**src/rtl/alist_pkg.sv**
```systemverilog
`timescale 1ns / 1ps

package alist_pkg;

   // fixed field widths of the two channels
   localparam int KIND_WIDTH      = 2;
   localparam int KEY_IN_WIDTH    = 32;
   localparam int POS_WIDTH       = 7;
   localparam int INDEX_OUT_WIDTH = 6;
   localparam int COUNT_OUT_WIDTH = 7;

   // radix of one step of the first-match tree
   localparam int TREE_RADIX      = 8;
   localparam int TREE_RADIX_LOG2 = 3;

   typedef enum logic [KIND_WIDTH-1:0] {
      KIND_INSERT = 2'd0,
      KIND_DELETE = 2'd1,
      KIND_SEARCH = 2'd2,
      KIND_CLEAR  = 2'd3
   } kind_type;

   // controller to datapath
   typedef struct packed {
      logic capture;
      logic match;
      logic reduce;
      logic update;
   } alist_cmd_type;

   // datapath to controller
   typedef struct packed {
      kind_type req_kind;
      logic     rsp_free;
   } alist_status_type;

endpackage

```
**src/rtl/alist_ctrl.sv**
```systemverilog
`timescale 1ns / 1ps

module alist_ctrl #(
   parameter int LEVELS = 2
) (
   input  logic                        clock,
   input  logic                        reset,
   input  logic                        req_valid,
   output logic                        req_ready,
   input  alist_pkg::alist_status_type status,
   output alist_pkg::alist_cmd_type    cmd
);
   import alist_pkg::*;

   localparam int LVL_W = $clog2(LEVELS + 1);

   typedef enum logic [3:0] {
      ST_IDLE   = 4'b0001,
      ST_MATCH  = 4'b0010,
      ST_REDUCE = 4'b0100,
      ST_UPDATE = 4'b1000
   } state_type;

   state_type        state_ff, state_in;
   logic [LVL_W-1:0] level_ff, level_in;
   logic             accept;

   assign req_ready = (state_ff == ST_IDLE);
   assign accept    = req_valid && req_ready;

   always_comb begin
      state_in    = state_ff;
      level_in    = level_ff;
      cmd.capture = accept;
      cmd.match   = 1'b0;
      cmd.reduce  = 1'b0;
      cmd.update  = 1'b0;
      unique case (state_ff)
         ST_IDLE: begin
            if (accept) begin
               // insert and clear need no lookup
               if (status.req_kind == KIND_INSERT || status.req_kind == KIND_CLEAR) begin
                  state_in = ST_UPDATE;
               end else begin
                  state_in = ST_MATCH;
               end
            end
         end
         ST_MATCH: begin
            cmd.match = 1'b1;
            level_in  = '0;
            state_in  = ST_REDUCE;
         end
         ST_REDUCE: begin
            cmd.reduce = 1'b1;
            if (level_ff == LVL_W'(LEVELS - 1)) begin
               state_in = ST_UPDATE;
            end else begin
               level_in = level_ff + LVL_W'(1);
            end
         end
         ST_UPDATE: begin
            // hold until the output register can take the result
            if (status.rsp_free) begin
               cmd.update = 1'b1;
               state_in   = ST_IDLE;
            end
         end
         default: begin
            state_in = ST_IDLE;
         end
      endcase
   end

   always_ff @(posedge clock) begin
      if (reset) begin
         state_ff <= ST_IDLE;
         level_ff <= '0;
      end else begin
         state_ff <= state_in;
         level_ff <= level_in;
      end
   end

endmodule

```
**config.mk**
```make
export PLATFORM = sky130hd
export DESIGN_NAME = alist_ctrl
export DESIGN_NICKNAME = d
export VERILOG_FILES = /design/src/rtl/alist_pkg.sv /design/src/rtl/alist_ctrl.sv
export SDC_FILE = /design/constraint.sdc
export NUM_CORES = 1
export LEC_CHECK = 0
export ABC_CLOCK_PERIOD_IN_PS = 4390
export BUFFER_PORTS_ARGS = -buffer_cell sky130_fd_sc_hd__buf_2
export CAP_MARGIN = 20
export CORE_MARGIN = 4
export CORE_UTILIZATION = 30
export CTS_CLUSTER_DIAMETER = 30
export DETAILED_ROUTE_END_ITERATION = 7
export GPL_ROUTABILITY_DRIVEN = 0
export PLACE_DENSITY = 0.51
export SYNTH_ARGS = -nofsm -noshare
export SYNTH_HDL_FRONTEND = slang
export SYNTH_SLANG_ARGS = --single-unit
```
**constraint.sdc**
```tcl
create_clock -name clock -period 4.39 [get_ports clock]
set_input_delay 0.878 -clock clock [delete_from_list [all_inputs] [get_ports clock]]
set_output_delay 0.878 -clock clock [all_outputs]
set_load 0.05 [all_outputs]
```
Yosys cells after proc, flatten, opt, wreduce, memory -nomap -nowiden
Cells that the tools add are included.
{"block": "totals", "regBits": 6, "latchBits": 0, "ram_bits": 0, "rom_bits": 0, "elab_cells": 30, "memories": 0}
{"block": "classes", "add_sub_neg": 1, "multipliers": 0, "n_div": 0, "n_lt_le_gt_ge": 0, "n_eq_ne": 10, "shifts": 0, "mux": 11, "bitwise": 0, "n_reduce_logical": 6}
{"op": "4-bit two-way mux", "count": 4}
{"op": "4-bit case mux with 4 select lines", "count": 1}
{"op": "2-bit != test, second input constant", "count": 3}
{"op": "4-bit by 1-bit equality test with 1-bit output, second input constant", "count": 1}
{"op": "4-bit by 2-bit equality test with 1-bit output, second input constant", "count": 1}
{"op": "4-bit by 3-bit equality test with 1-bit output, second input constant", "count": 1}
{"op": "4-bit equality test, second input constant", "count": 1}
{"op": "1-bit two-way mux", "count": 4}
{"op": "2-bit case mux with 2 select lines", "count": 1}
{"op": "3-bit AND reduction", "count": 1}
{"op": "2-bit by 1-bit adder with 2-bit output, second input constant", "count": 1}
{"op": "2-bit by 1-bit equality test with 1-bit output, second input constant", "count": 1}
{"op": "2-bit equality test, second input constant", "count": 1}
{"op": "2-bit logical NOT", "count": 1}
{"op": "2-bit two-way mux", "count": 1}
{"op": "2-bit by 1-bit != test with 1-bit output, second input constant", "count": 1}
{"op": "2-bit AND reduction", "count": 1}
{"op": "2-bit nonzero test", "count": 1}
{"op": "1-bit logical AND", "count": 1}
{"op": "1-bit logical OR", "count": 1}

Depth between registers and ports, before layout
{"block": "logic_depth", "ltp_word": 5, "mapped_depth": 5, "depth_no_buf": 5}

Worst setup path before layout
OpenSTA, ideal clock, no wires.
{"block": "synth_path", "path_kind": "register to output", "from": "reg state_ff[2]", "to": "out cmd[3] (netlist bit)", "arrival_time_ns": 2.698, "required_ns": 3.512, "setup_slack_ns": 0.814, "stages_incl_launch_ff": 5, "cell_sequence": "dfxtp_1 clkbuf_2 nor4b_1 and2_1 buf_4"}
{"block": "synth_via", "elab_chain_len": 2}
{"item": "start: declaration", "line_no": "alist_ctrl.sv:24", "source": "state_type state_ff, state_in;"}
{"item": "start signal: assignment", "line_no": "alist_ctrl.sv:80", "source": "state_ff <= state_in;"}
{"item": "4-bit by 1-bit equality test with 1-bit output", "line_no": "alist_ctrl.sv:28", "source": "assign req_ready = (state_ff == ST_IDLE);"}
{"item": "net req_ready", "line_no": "alist_ctrl.sv:9", "source": "output logic req_ready,"}
{"item": "1-bit logical AND", "line_no": "alist_ctrl.sv:29", "source": "assign accept = req_valid && req_ready;"}
{"item": "end: declaration", "line_no": "alist_ctrl.sv:11", "source": "output alist_pkg::alist_cmd_type cmd"}
The timed path passes the listed nets, and every way through them passes these cells.

==> metrics.txt <==
max-cap viol count=0; Comb pwr share=29.6%; Power Density=344 nW/um^2; drt first pass iters=4; register area share after synthesis=29.3%; power share of the clock group=30.3%; Synth Area in Compound Gates=21.3%; setup_tns=0 ps; initial detailed-routing violation count=2; clk root buf=clkbuf_4; Final #Nets=68; Slew headroom=68.3%; Synth area leader=dfxtp_1; cell chain of the critical path=or4b_2 -> inv_1 -> buf_2; Max Fanout on Critical Path=8; Post-Syn Nets=56; status=finished, final reports clean; Synth top area share=29.3%; final instance area=478 sq um; first-pass GRT wire length=1.33 mm; ranking of synthesized cells by area=dfxtp_1 (29%), inv_1 (5.5%), o21ai_0 (4.9%); wire length per cell=10.6 um; total power=164 uW; Post-Syn Area=410 sq um; synthesis-to-finish area growth=16.5%; arrival time at the worst endpoint=1700 ps; largest net degree at the start of global routing=11; Synth Instances=49; Worst-Margin Slew=469 ps; crit start category=flip-flop; fraction of the mapped netlist area in adder cells=3.05%; Seq cells post-synth=6; Final min period=2580 ps; vias in the first global route=319; Clock transition at path regs=50 ps; multiplexer area fraction after synthesis=0%; Die Span Y=45.0 um; WHS=516 ps; final setup vio count=0; FP Rows=13; hpwl dp=605 um; Post-CTS Setup Inserts=0; CTS Buffer Depth=2; Worst Skew=8.93 ps; largest family of logic cells by synthesized area=simple AND/OR/NAND/NOR gates; vias post-DR=361; Post-DRT Antenna Nets=0; CTS tree=built; Internal Power=107 uW; layout cell share with drive strength beyond 1=32.2%; # resized after CTS=0; Setup Crit Path Kind=flip-flop to output pin; Clk Latency, worst-skew pair=240 ps; CP Data Required Time=3510 ps; DRC viols=0; Peak Freq=0.388 GHz; I/O pin count=11; CP max stage delay=670 ps; Hold Crit Class=flip-flop to flip-flop; Num CTS Buffers=3; CTS Hold Buffers Added=0; all-layer global routing usage=9.06%; Net Sw Frac=34.8%; initial antenna violation count=0; sequential power share=40.1%; slowest CP cell=or4b_2; final hold vios=0; number of fill cells in the layout=160; fin crit share=58.7%; mean cell area of the mapped netlist=8.38 sq um; DR vias/cell=4.88; crit end category=output pin; Simple-Gate Fraction of Synth Area=30.8%; Max Transition Viols Final=0; core area=1300 sq um; Initial Utilization=31.5%; synth warn=0; WL final=781 um; Worst IR Drop VDD=0.156 mV; Yosys cell types=25; Leakage=0.000220 uW; Diodes inserted=0; die area=2020 sq um; H-tree depth=1; post-synthesis xor/xnor area fraction=4.27%; clk sinks=6; GRT Residual Overflow=0; Port Buffers=10; Post-DP Area=455 sq um; Crit path buffers/inverters=2; RSZ-0062 raised after global routing=false; crit-path leading delay family=simple AND/OR/NAND/NOR gates; die outline width=45.0 um; Psw=57.2 uW
registers in the layout, indices dropped and copies added, names as in the netlist:
register and flops:
level_ff 2, state_ff 4
cell type report:
class	instances	area, sq um	share of cell area [%]
multi-input cells	34	244	51.0
flip-flops and latches	6	120	25.1
repair buffers	10	50.0	10.5
clock buffers	3	22.5	4.71
inverters	6	22.5	4.71
well taps	15	18.8	3.93
logic make-up (layout without fill, tap and decap cells):
| kind of cell | after synthesis | after routing |
|---|---|---|
| and+or+nand+nor | 18 | 18 |
| AOI/OAI and AO/OA | 13 | 13 |
| buffers and inverters | 9 | 19 |
| DFF | 6 | 6 |
| xor gates and xnor gates | 2 | 2 |
| adders and majority gates | 1 | 1 |
per-stage QoR:
stage               cells  setup slack [ps]  utilization, %
floorplan              49               814               -
global placement       71              2070            35.0
detailed placement     71              2060            35.0
CTS                    74              1810            36.7
global route           74              1730            36.7
finish                 74              1810            36.7
worst reg2reg max path: stages, from the launching register on:
cell,delay [ps]
dfxtp_1,450
or4b_4,540
or3_1,350
a21oi_2,140
cells in the final DEF, fill, tap and decap left out, types with 3 or more instances in the layout:
| cell | count |
|---|---|
| nor2_1 | 4 |
| dfxtp_1 | 6 |
| clkbuf_4 | 3 |
| o21ai_0 | 4 |
| inv_1 | 6 |
| buf_2 | 10 |
metal layers:
layer  vias up  part of all wire [%]  GRT usage (%)
met3         0                   5.8           1.99
li1        194                     -              -
met2         8                    43           11.6
met4         0                     0           7.02
met5         -                     0              0
met1       159                    52           12.8
final timing paths:
kind	from	to	slack (ps)	cells after the start
hold reg to reg	level_ff[1]	level_ff[1]	520	2
setup reg to reg	state_ff[2]	level_ff[0]	2850	3
setup / recovery	state_ff[1]	cmd[2]	1810	3
hold / removal	level_ff[1]	level_ff[1]	520	2
power groups by stage:
stage	registers (uW)	clock network (uW)	logic, uW
after floorplan	62.5	0	46.5
after global placement	66.8	0	49.5
after detailed placement	66.8	0	48.8
after CTS	65.7	52.6	48.9
after global routing	67.1	54.8	53.0
final	66.0	49.8	48.6
cell usage after synthesis:
| cell type | instances |
|---|---|
| o211a_1 | 1 |
| o21a_1 | 2 |
| and3b_1 | 1 |
| inv_1 | 6 |
| or2b_2 | 1 |
| a21oi_1 | 2 |
| nor3b_1 | 2 |
| or3_1 | 2 |
| and2_1 | 1 |
| nor2_1 | 4 |
| o211ai_1 | 2 |
| buf_6 | 1 |
| a21oi_2 | 1 |
| or4b_2 | 2 |
| nor3_1 | 2 |
| or4b_4 | 1 |
| xor2_1 | 2 |
| dfxtp_1 | 6 |
| a31o_2 | 1 |
| clkbuf_2 | 1 |
| ha_1 | 1 |
| o21ai_0 | 4 |
| buf_4 | 1 |
| or2b_1 | 1 |
| nor4b_1 | 1 |
Power figures use the tool's default switching activity.
